File: config.mk
export PLATFORM = sky130hd
export DESIGN_NAME = m4rm_bstore
export DESIGN_NICKNAME = d
export VERILOG_FILES = /design/src/rtl/m4rm_pkg.sv /design/src/rtl/m4rm_bstore.sv
export SDC_FILE = /design/constraint.sdc
export NUM_CORES = 1
export LEC_CHECK = 0
export BUFFER_PORTS_ARGS = -buffer_cell sky130_fd_sc_hd__buf_2
export CORE_AREA = 2 2 252 254
export DETAILED_ROUTE_END_ITERATION = 12
export DIE_AREA = 0 0 254 256
export GPL_ROUTABILITY_DRIVEN = 0
export PLACE_DENSITY = 0.57
export SLEW_MARGIN = 20
export SYNTH_ARGS = -nofsm -noshare
export SYNTH_HDL_FRONTEND = slang
export SYNTH_SLANG_ARGS = --single-unit
File: constraint.sdc
create_clock -name clk_i -period 15.4 [get_ports clk_i]
set_input_delay 0.77 -clock clk_i [delete_from_list [all_inputs] [get_ports clk_i]]
set_output_delay 0.77 -clock clk_i [all_outputs]
set_load 0.05 [all_outputs]
File: src/rtl/m4rm_pkg.sv
`timescale 1ns / 1ps
// ----------------------------------------------------------------------------
// m4rm_pkg
// Types and constants shared by the 4x4 row multiply unit.
// ----------------------------------------------------------------------------
package m4rm_pkg;

  localparam int unsigned ELEM_W = 32;
  localparam int unsigned ROW_W  = 2;
  localparam int unsigned N_DIM  = 4;
  localparam int unsigned PROD_W = 2 * ELEM_W;
  localparam int unsigned PAIR_W = PROD_W + 1;
  localparam int unsigned SUM_W  = PROD_W + 2;

  // function codes of an input beat
  localparam logic FUNC_LOAD = 1'b0;
  localparam logic FUNC_MUL  = 1'b1;

  typedef logic [N_DIM-1:0][ELEM_W-1:0] row_t;
  typedef logic signed [SUM_W-1:0]      sum_t;

  typedef struct packed {
    logic              func;
    logic [ROW_W-1:0]  row;
    logic [ELEM_W-1:0] elem0;
    logic [ELEM_W-1:0] elem1;
    logic [ELEM_W-1:0] elem2;
    logic [ELEM_W-1:0] elem3;
  } in_t;

  typedef struct packed {
    logic [ROW_W-1:0]  out_row;
    logic [ELEM_W-1:0] res0;
    logic [ELEM_W-1:0] res1;
    logic [ELEM_W-1:0] res2;
    logic [ELEM_W-1:0] res3;
    logic              overflow;
  } out_t;

  // pipeline control carried alongside the lanes
  typedef struct packed {
    logic             valid;
    logic [ROW_W-1:0] row;
  } ctl_t;

endpackage

File: src/rtl/m4rm_bstore.sv
`timescale 1ns / 1ps
// ----------------------------------------------------------------------------
// m4rm_bstore
// Holds the right-hand matrix, written one row per load beat and presented
// column by column to the lanes.
// ----------------------------------------------------------------------------
module m4rm_bstore (
  input  logic                                   clk_i,
  input  logic                                   we_i,
  input  logic [m4rm_pkg::ROW_W-1:0]             wrow_i,
  input  m4rm_pkg::row_t                         wdata_i,
  output m4rm_pkg::row_t [m4rm_pkg::N_DIM-1:0]   col_o
);

  m4rm_pkg::row_t mem_q [m4rm_pkg::N_DIM];

  // contents are undefined until loaded, so no reset
  always_ff @(posedge clk_i) begin
    if (we_i) begin
      mem_q[wrow_i] <= wdata_i;
    end
  end

  // transpose: lane j sees column j, element k taken from row k
  always_comb begin
    for (int j = 0; j < m4rm_pkg::N_DIM; j++) begin
      for (int k = 0; k < m4rm_pkg::N_DIM; k++) begin
        col_o[j][k] = mem_q[k][j];
      end
    end
  end

endmodule

Word-level counts from Yosys, hierarchy flattened
Memories as Yosys holds them, arrays and structs flattened.
Cells that the tools add are included.
Storage, ports and cells
  bits in writable memories: 512
  register bits after elaboration: 0
  memories: 1
  logic and storage cells: 3
  input port bits: 132
Cells by class
  mux-type cells: 2
Memories
  mem_q: words 4, width 128, read ports 4, clocked after memory_dff 0, write ports 1, line m4rm_bstore.sv:15  | m4rm_pkg::row_t mem_q [m4rm_pkg::N_DIM];
Operators by type and width (count)
  2-to-1 mux 1 bit: 2

Depth between registers and ports, before layout
  depth after elaboration: 2
  depth in mapped cells: 1
  gate-level depth less buffers: 1

Worst setup path before layout
No wires, ideal clock.
  path type: input -> register
  start: in wrow_i[0] (netlist name)
  end: mem mem_q[0][0] (netlist name), enable pin
  data arrival time: 5666 ps
  setup slack: 9142 ps
  stages: 1
  library setup time: 592 ps
  cell sequence: nor3b_2
RTL lines
  start, declared: line m4rm_bstore.sv:10  | input logic [m4rm_pkg::ROW_W-1:0] wrow_i,
  end, declared: line m4rm_bstore.sv:15
No word-level cell before the write port.

Final worst setup path
  start: in wrow_i[0] (netlist name)
  end: mem mem_q[2][11] (netlist name), enable pin
No word-level cell before the write port.

==> results.tsv <==
stage	metric	value	unit
global_route	initial antenna violation count	5	
floorplan	Placeable Area	62390	um^2
layout	Area Overhead vs Synth	38.45	%
power_and_ir_drop	clock share of power	0.369	
power_and_ir_drop	share of power burned in combinational logic	0.111	
drt	vias per cell	3.815	
power_and_ir_drop	Sw Pwr	0.8065	mW
floorplan	Die Area	65020	um^2
critical_path	CP arrival	2430	ps
drt	via count	8030	
place	Post-DP HPWL	26600	um
cts	Reg clk slew, reported paths	60	ps
timing	Worst-Margin Slew	948.3	ps
global_route	first-pass GRT wire length	54050	um
drt	Wirelength per Cell	18.24	um
layout	Top reg by flops	mem_q	
critical_path	Crit. End Element	flop	
floorplan	I/O pins	644	
synthesis	Top FF cell, synth	edfxtp_1	
timing	f_max	448.6	MHz
place	port bufs	643	
timing	Hold Fails Final Rpt	0	
cts	Post-CTS Hold Buffers	0	
timing	post-route setup slack	13170	ps
cts	CTS max path bufs	3	
cts	clk sinks	512	
synthesis	EDFF count, synth	512	
critical_path	crit path max fanout	58	
timing	Final setup violation count	0	
global_route	GRT Total Usage	0.1111	
synthesis	Seq cells post-synth	512	
synthesis	Yosys top cell by area	edfxtp_1	
hold_path	hold_sp	wdata_i[120]	
layout	Final nets	1351	
synthesis	synth unique cells	4	
drt	Antenna Nets Post-Route	0	
timing	setup_tns	0	ps
synthesis	Mapped Area	15410	um^2
power_and_ir_drop	switch share	0.2578	
layout	max reg flops	512	
global_route	largest net degree at the start of global routing	129	
global_route	global routing's busiest layer	met2	
cts	CTS tree	yes	
cts	post-cts resize count	0	
global_route	met3 global-route usage	0.04220	
hold_path	Hold Crit Class	input pin to flop	
power_and_ir_drop	Int Pwr	2.322	mW
cts	H-tree depth	2	
synthesis	synth cell count leaders	512 x edfxtp_1, 2 x and3b_1, 1 x and3_2, 1 x nor3b_2	
cts	Post-CTS Setup Bufs	0	
critical_path	Req. time, crit path	15600	ps
synthesis	sequential cell area fraction in the yosys report	0.9976	
power_and_ir_drop	Tot Pwr	3.128	mW
critical_path	Setup crit start kind	input pin	
layout	share of layout cells above drive strength 1	0.5747	
drt	Pre-antenna DRT Iters	4	
global_route	vias in the first global route	8207	
timing	Slew Viols, Final	0	
floorplan	die width	254	um
global_route	GR Util met1	0.1182	
outcome	outcome	complete, no violations	
synthesis	syn_nets	648	
floorplan	Rows	92	
flow_run	max-cap viol count	0	
timing	Final period util	0.1447	
power_and_ir_drop	Worst VDD drop	0.09633	mV
place	pre-CTS setup slack	12500	ps
drt	drt drc	0	
drt	initial drt markers	376	
synthesis	Synth area leaders	edfxtp_1 100%, and3b_1 0.11%, nor3b_2 0.081%	
synthesis	top cell type's share of synthesized area	0.9976	
critical_path	Setup Crit Path Kind	input pin to flop	
timing	RSZ-0062 raised after global routing	no	
power_and_ir_drop	total power divided by cell area	146.6	nW/um^2
synthesis	async set-or-reset flop fraction in the synthesized netlist	0	
synthesis	count leader, synth	edfxtp_1	
timing	fin crit period	2229	ps
floorplan	DIE HEIGHT	256	um
floorplan	Initial Utilization	0.2470	
drt	Routed WL	38390	um
power_and_ir_drop	Lkg Pwr	8.058	nW
critical_path	crit path from	wrow_i[0]	
global_route	total gr overflow	0	
layout	Fill cells	5991	
power_and_ir_drop	sequential share of power	0.519	
timing	Worst slew margin	0.3678	
synthesis	Yosys warnings	0	
layout	biggest regs	mem_q (512)	
cts	CTS root buffer	clkbuf_16	
cts	CTS Buf Count	51	
global_route	grt met2 use	0.1955	
synthesis	Mapped Cells	516	
layout	fin util	0.3420	
synthesis	Post-Syn Area per Cell	29.87	um^2
## worst max-delay path, cell delays in order
cell	delay (ps)
buf_2	130
and3b_4	670
buf_4	710
## power by group through the flow
stage / combinational, mW / clock, mW / sequential (mW)
2_1_floorplan: 0.0141 / 0 / 1.89
3_3_place_gp: 0.350 / 0 / 1.65
3_5_place_dp: 0.352 / 0 / 1.65
4_1_cts: 0.352 / 1.19 / 1.63
5_1_grt: 0.360 / 1.23 / 1.63
6_report: 0.348 / 1.16 / 1.62
## layout by cell type (no fill, tap or decap)
cell type,instances
nor3b_4,1
inv_6,2
bufinv_16,2
clkbuf_1,7
buf_12,1
and3b_4,2
edfxtp_1,512
and3_4,1
buf_4,6
clkinv_2,8
clkinv_4,3
clkbuf_16,53
clkinv_1,16
buf_2,643
clkinvlp_4,1
diode_2,1
## path summary, 6_finish.rpt
kind | to | slack, ps | cells past startpoint
min | mem_q[3][120]$_DFFE_PP_ | 410 | 1
max | mem_q[2][11]$_DFFE_PP_ | 13170 | 3
## logic make-up (layout without fill, tap and decap cells)
family | after synthesis | after routing | synth area share
other | 0 | 1 | 0
DFF | 512 | 512 | 0.9976
and+or+nand+nor | 4 | 4 | 0.002436
buffers and inverters | 0 | 742 | 0
## through the flow
step | hold slack, ps | std cells | cell area (um^2)
final | 405.8 | 2105 | 21340
after global routing | 373.2 | 2105 | 21340
after CTS | 363.6 | 2104 | 21340
after detailed placement | 986.7 | 2012 | 19770
after global placement | 978.4 | 2012 | 19770
after floorplan | 868.9 | 516 | 15410
## final cells by class
cell class / instances / area, um^2 / share of cell area
flip-flops and latches: 512 / 15370 / 0.7205
clock buffers: 60 / 1353 / 0.06339
clock inverters: 32 / 211.5 / 0.009910
multi-input cells: 4 / 55.05 / 0.002580
repair buffers: 650 / 3283 / 0.1539
diodes: 1 / 2.502 / 0.0001173
well taps: 846 / 1059 / 0.04961
## routing by layer
| layer | part of all wire | wire length [um] | vias up |
|---|---|---|---|
| li1 | - | - | 3548 |
| met1 | 0.36 | 13880 | 3976 |
| met2 | 0.51 | 19530 | 411 |
| met3 | 0.094 | 3613 | 89 |
| met4 | 0.034 | 1319 | 6 |
| met5 | 0.0011 | 43 | - |
Note: power is estimated with default switching activity, not from simulation.
