**src/rtl/m4rm_pkg.sv**
```systemverilog
`timescale 1ns / 1ps
// ----------------------------------------------------------------------------
// m4rm_pkg
// Types and constants shared by the 4x4 row multiply unit.
// ----------------------------------------------------------------------------
package m4rm_pkg;

  localparam int unsigned ELEM_W = 32;
  localparam int unsigned ROW_W  = 2;
  localparam int unsigned N_DIM  = 4;
  localparam int unsigned PROD_W = 2 * ELEM_W;
  localparam int unsigned PAIR_W = PROD_W + 1;
  localparam int unsigned SUM_W  = PROD_W + 2;

  // function codes of an input beat
  localparam logic FUNC_LOAD = 1'b0;
  localparam logic FUNC_MUL  = 1'b1;

  typedef logic [N_DIM-1:0][ELEM_W-1:0] row_t;
  typedef logic signed [SUM_W-1:0]      sum_t;

  typedef struct packed {
    logic              func;
    logic [ROW_W-1:0]  row;
    logic [ELEM_W-1:0] elem0;
    logic [ELEM_W-1:0] elem1;
    logic [ELEM_W-1:0] elem2;
    logic [ELEM_W-1:0] elem3;
  } in_t;

  typedef struct packed {
    logic [ROW_W-1:0]  out_row;
    logic [ELEM_W-1:0] res0;
    logic [ELEM_W-1:0] res1;
    logic [ELEM_W-1:0] res2;
    logic [ELEM_W-1:0] res3;
    logic              overflow;
  } out_t;

  // pipeline control carried alongside the lanes
  typedef struct packed {
    logic             valid;
    logic [ROW_W-1:0] row;
  } ctl_t;

endpackage

```
**src/rtl/m4rm_merge.sv**
```systemverilog
`timescale 1ns / 1ps
// ----------------------------------------------------------------------------
// m4rm_merge
// Saturates the four lane sums, merges the overflow flags and holds the
// result beat in the output register.
// ----------------------------------------------------------------------------
module m4rm_merge (
  input  logic                                  clk_i,
  input  logic                                  rst_ni,
  input  logic                                  en_i,
  input  m4rm_pkg::ctl_t                        ctl_i,
  input  m4rm_pkg::sum_t [m4rm_pkg::N_DIM-1:0]  sum_i,
  output logic                                  valid_o,
  output m4rm_pkg::out_t                        out_o
);

  localparam int unsigned HI_W = m4rm_pkg::SUM_W - m4rm_pkg::ELEM_W + 1;

  logic [m4rm_pkg::ELEM_W-1:0] res [m4rm_pkg::N_DIM];
  logic [m4rm_pkg::N_DIM-1:0]  ovf;
  m4rm_pkg::out_t              out_d;
  m4rm_pkg::out_t              out_q;
  logic                        valid_q;

  always_comb begin
    for (int j = 0; j < m4rm_pkg::N_DIM; j++) begin
      // in range when all bits from bit 31 upward agree with the sign
      if (sum_i[j][m4rm_pkg::SUM_W-1 -: HI_W] == '0 ||
          sum_i[j][m4rm_pkg::SUM_W-1 -: HI_W] == '1) begin
        res[j] = sum_i[j][m4rm_pkg::ELEM_W-1:0];
        ovf[j] = 1'b0;
      end else if (sum_i[j][m4rm_pkg::SUM_W-1]) begin
        res[j] = {1'b1, {(m4rm_pkg::ELEM_W-1){1'b0}}};
        ovf[j] = 1'b1;
      end else begin
        res[j] = {1'b0, {(m4rm_pkg::ELEM_W-1){1'b1}}};
        ovf[j] = 1'b1;
      end
    end
    out_d.out_row  = ctl_i.row;
    out_d.res0     = res[0];
    out_d.res1     = res[1];
    out_d.res2     = res[2];
    out_d.res3     = res[3];
    out_d.overflow = |ovf;
  end

  always_ff @(posedge clk_i or negedge rst_ni) begin
    if (!rst_ni) begin
      valid_q <= 1'b0;
    end else if (en_i) begin
      valid_q <= ctl_i.valid;
    end
  end

  always_ff @(posedge clk_i) begin
    if (en_i) begin
      out_q <= out_d;
    end
  end

  assign valid_o = valid_q;
  assign out_o   = out_q;

endmodule

```
**config.mk**
```make
export PLATFORM = sky130hd
export DESIGN_NAME = m4rm_merge
export DESIGN_NICKNAME = d
export VERILOG_FILES = /design/src/rtl/m4rm_pkg.sv /design/src/rtl/m4rm_merge.sv
export SDC_FILE = /design/constraint.sdc
export NUM_CORES = 1
export LEC_CHECK = 0
export BUFFER_PORTS_ARGS = -buffer_cell sky130_fd_sc_hd__buf_2
export CAP_MARGIN = 40
export CORE_AREA = 8 8 150 152
export CTS_CLUSTER_SIZE = 25
export DETAILED_ROUTE_END_ITERATION = 10
export DIE_AREA = 0 0 158 160
export PLACE_DENSITY_LB_ADDON = 0.12
export RECOVER_POWER = 50
export SLEW_MARGIN = 30
export SYNTH_ARGS = -nofsm -noshare
export SYNTH_HDL_FRONTEND = slang
export SYNTH_SLANG_ARGS = --single-unit
```
**constraint.sdc**
```tcl
create_clock -name clk_i -period 0.9 [get_ports clk_i]
set_input_delay 0.09 -clock clk_i [delete_from_list [all_inputs] [get_ports clk_i]]
set_output_delay 0.09 -clock clk_i [all_outputs]
set_load 0.01 [all_outputs]
```
# Word level (Yosys, flattened, before mapping)
# Index checks and enable logic that the tools add are counted.
# Widths: inputs -> output; s select.
[totals] register_bits=132 output_inout_bits=132 wordCells=32
[op_classes] n_eq_ne=4 muxes=12 reduce_logical=9
[ops] operator="$mux 32" n=8
[ops] operator="$eq 35x35->1 const B" n=4
[ops] operator="$logic_not 35->1" n=4
[ops] operator="$logic_or 1x1->1" n=4
[ops] operator="$mux 1" n=4
[ops] operator="$reduce_or 4->1" n=1

# Depth between registers and ports, before layout
[logic_depth] depth_word=4 depth_mapped=6 depth_no_buf=5

# Worst setup path after synthesis
# No wires, ideal clock.
[synth_timing] path_type="input-to-reg" start="in sum_i[100] (netlist name)" end="reg out_q (netlist bit out_o[0]) (data pin)" setup_ns=0.264 arrival_ns=1.067 slack_ns=-0.431 path_stages=6 cell_sequence="nor4_1 > nand4_1 > nor3_2 > or2b_4 > buf_8 > nand4_1"
[synth_rtl] element="start, declared" line="m4rm_merge.sv:12" source="input m4rm_pkg::sum_t [m4rm_pkg::N_DIM-1:0] sum_i,"
[synth_rtl] element="end signal, assigned" line="m4rm_merge.sv:58" source="out_q <= out_d;"
[synth_rtl] element="end, declared" line="m4rm_merge.sv:22" source="m4rm_pkg::out_t out_q;"

==> flow_metrics.tcl <==
set metrics [dict create \
    die_x_um 158 \
    pwr-share-seq 0.434 \
    slew_violations 0 \
    cts_root_buffer "clkbuf_16" \
    finClkSkew_ps 0 \
    pwr-share-comb 0.172 \
    finalSetupViolations 257 \
    cts_sinks 132 \
    worst_setup_path_end_kind "flip-flop" \
    cts_tree "yes" \
    clock_latency_ps 420 \
    crit_type "in2reg" \
    hold_path_class "in2reg" \
    ioPinCount 402 \
    cts_made_buffers 17 \
    layout-drive-gt1-share 0.539 \
    setup_slack_ps -345 \
    dp_slack_ps -784 \
    vias 6032 \
    antenna_found_initial 2 \
    start_kind "input port" \
    final_cells 1275 \
    period_share 1.38 \
    finalCriticalPeriod_ps 1240 \
    first_iter_violations 412 \
    required_ps 1060 \
    seq_area_frac_synth 0.671 \
    antenna_left 0 \
    place_congestion 0.938 \
    ir_worst_vdd_mv 1.17 \
    path_max_fanout 6 \
    fp.dieArea_mm2 0.0253 \
    area_growth_pct 93.5 \
    htreeDepth 4 \
    grt_usage 0.179 \
    drc 0 \
    overflow 0 \
    syn_nets 668 \
    violations "negative setup slack" \
    fmax_ghz 0.803 \
    core_mm2 0.0200 \
    worst_pin_slew_ps 604 \
    syn_inst 398 \
    wl_mm 24.2 \
    detailed_place_hpwl_mm 16.3 \
    multi_input_area_mm2 0.00214 \
    synthDistinctLibCells 19 \
    clk_transition_reported_paths_ps 60 \
    hold_viol_final 0 \
    syn_area_mm2 0.00590 \
    maxSlewHeadroom 0.598 \
    swShare 0.235 \
    cp.arrival_ps 1400 \
    grt_pass1_wl_mm 35.6 \
    row_count 52 \
    num-nets-final 1260 \
    fill_cells 1669 \
    initial_core_util 0.294 \
    clockPowerShare 0.394 \
    drt_first_pass_iters 4 \
    seq_area_mm2 0.00396 \
    dpl.cell_count 1074 \
    vias_per_cell 4.73 \
    grt_max_degree 42 \
    wire_per_inst_um 19.0 \
    clock_path_buffers 2 \
    avgSynthCellArea_um2 14.8 \
    internal_power_mw 13.1 \
    final_util 0.569 \
    portBuffers 401 \
    grt_pass1_vias 6723 \
    ys_warn_count 0 \
    rsz0062_at_grt "true" \
    p_switching_mw 4.03 \
    p_per_area_mw_per_mm2 1500 \
    maxCapViolations 0 \
    die_h_um 160 \
    ys_ff_latch 132 \
    status "finished with violations" \
    cellLeakagePower_nw 5.33 \
]
## routing by layer
| metal | up-vias | GRT usage | wire (µm) |
|---|---|---|---|
| met5 | - | 0 | 0 |
| met4 | 0 | 0.0776 | 747 |
| met3 | 46 | 0.0618 | 2220 |
| met2 | 291 | 0.321 | 12400 |
| met1 | 2858 | 0.186 | 8810 |
| li1 | 2837 | - | - |
## power groups by stage
stage / clock, mW / combinational [mW] / sequential, mW
global route: 7.18 / 3.14 / 7.48
detailed placement: 0 / 2.19 / 7.56
CTS: 6.91 / 2.84 / 7.44
floorplan: 0 / 0.400 / 7.83
finish: 6.75 / 2.95 / 7.44
global placement: 0 / 2.14 / 7.56
## cell usage in the layout (no fill, tap or decap), drive strengths merged
cell type	count
edfxtp	131
bufinv	2
nand2	4
nor3b	7
clkbuf	33
nor2	4
clkinv	5
nand3	12
diode	2
a21o	124
nor4	36
clkinvlp	3
dlygate4sd3	131
dfrtp	1
buf	452
mux2	1
nand4	37
or2b	8
nor3	12
## kinds of logic after synthesis
logic type	Yosys count	synth area share
flip-flops	132	0.671
AND/OR/NAND/NOR	113	0.119
multiplexers	1	0.00191
AO/OA/AOI/OAI	124	0.158
buffers and inverters	28	0.0503
## cell usage after synthesis (all sizes together)
master	count	area share
nor4	36	0.038
nand3	12	0.010
or2b	4	0.0064
dfrtp	1	0.0042
nor2	4	0.0025
edfxtp	131	0.67
clkbuf	4	0.0025
a21o	124	0.16
nand2	4	0.0025
mux2	1	0.0019
nor3	12	0.014
nand4	37	0.039
nor3b	4	0.0059
buf	24	0.048
## repair_timing
action,CTS,global route
endpoints found under the setup margin,257,257
hold buffers,131,0
buffers inserted,16,2
hold endpoints to repair,130,0
gates resized for setup,81,25
pin swaps,53,22
gates cloned,11,8
## cell type report
class	count	area share
clock buffers	22	0.0407
multi-input cells	245	0.188
clock inverters	10	0.00943
repair buffers	594	0.385
flip-flops and latches	132	0.347
well taps	270	0.0296
diodes	2	0.000439
## state kept, by name, indices dropped and copies added (netlist names)
signal and flops:
out_o 131, valid_o 1
## final timing paths
path | startpoint | to | slack [ps] | cells past startpoint
max in group asynchronous | rst_ni | valid_o | 310 | 3
max | sum_i[61] | out_o[118] | -340 | 7
min in group asynchronous | rst_ni | valid_o | 490 | 3
min | sum_i[131] | out_o[96] | 60 | 2
max reg2reg | valid_o | valid_o | 150 | 1
min reg2reg | valid_o | valid_o | 520 | 1
## per-stage QoR
stage          hold slack, ps  power (mW)  setup TNS (ps)  cell area [µm²]
3_3_place_gp             -135        9.70          -83540             8520
5_1_grt                  41.2        17.8          -64610            11400
4_1_cts                  7.55        17.2          -44880            11200
2_1_floorplan            -206        8.23          -48140             6010
6_report                 56.3        17.1          -49190            11400
3_5_place_dp             -134        9.74          -88570             8520
## critical path: stages
cell       delay [ps]
buf_2             120
nand4_1           140
nor4_2            310
nand3_1           170
nor3b_4           240
clkbuf_16         180
a21o_1            150
No activity file was read; power rests on OpenSTA's default activity.
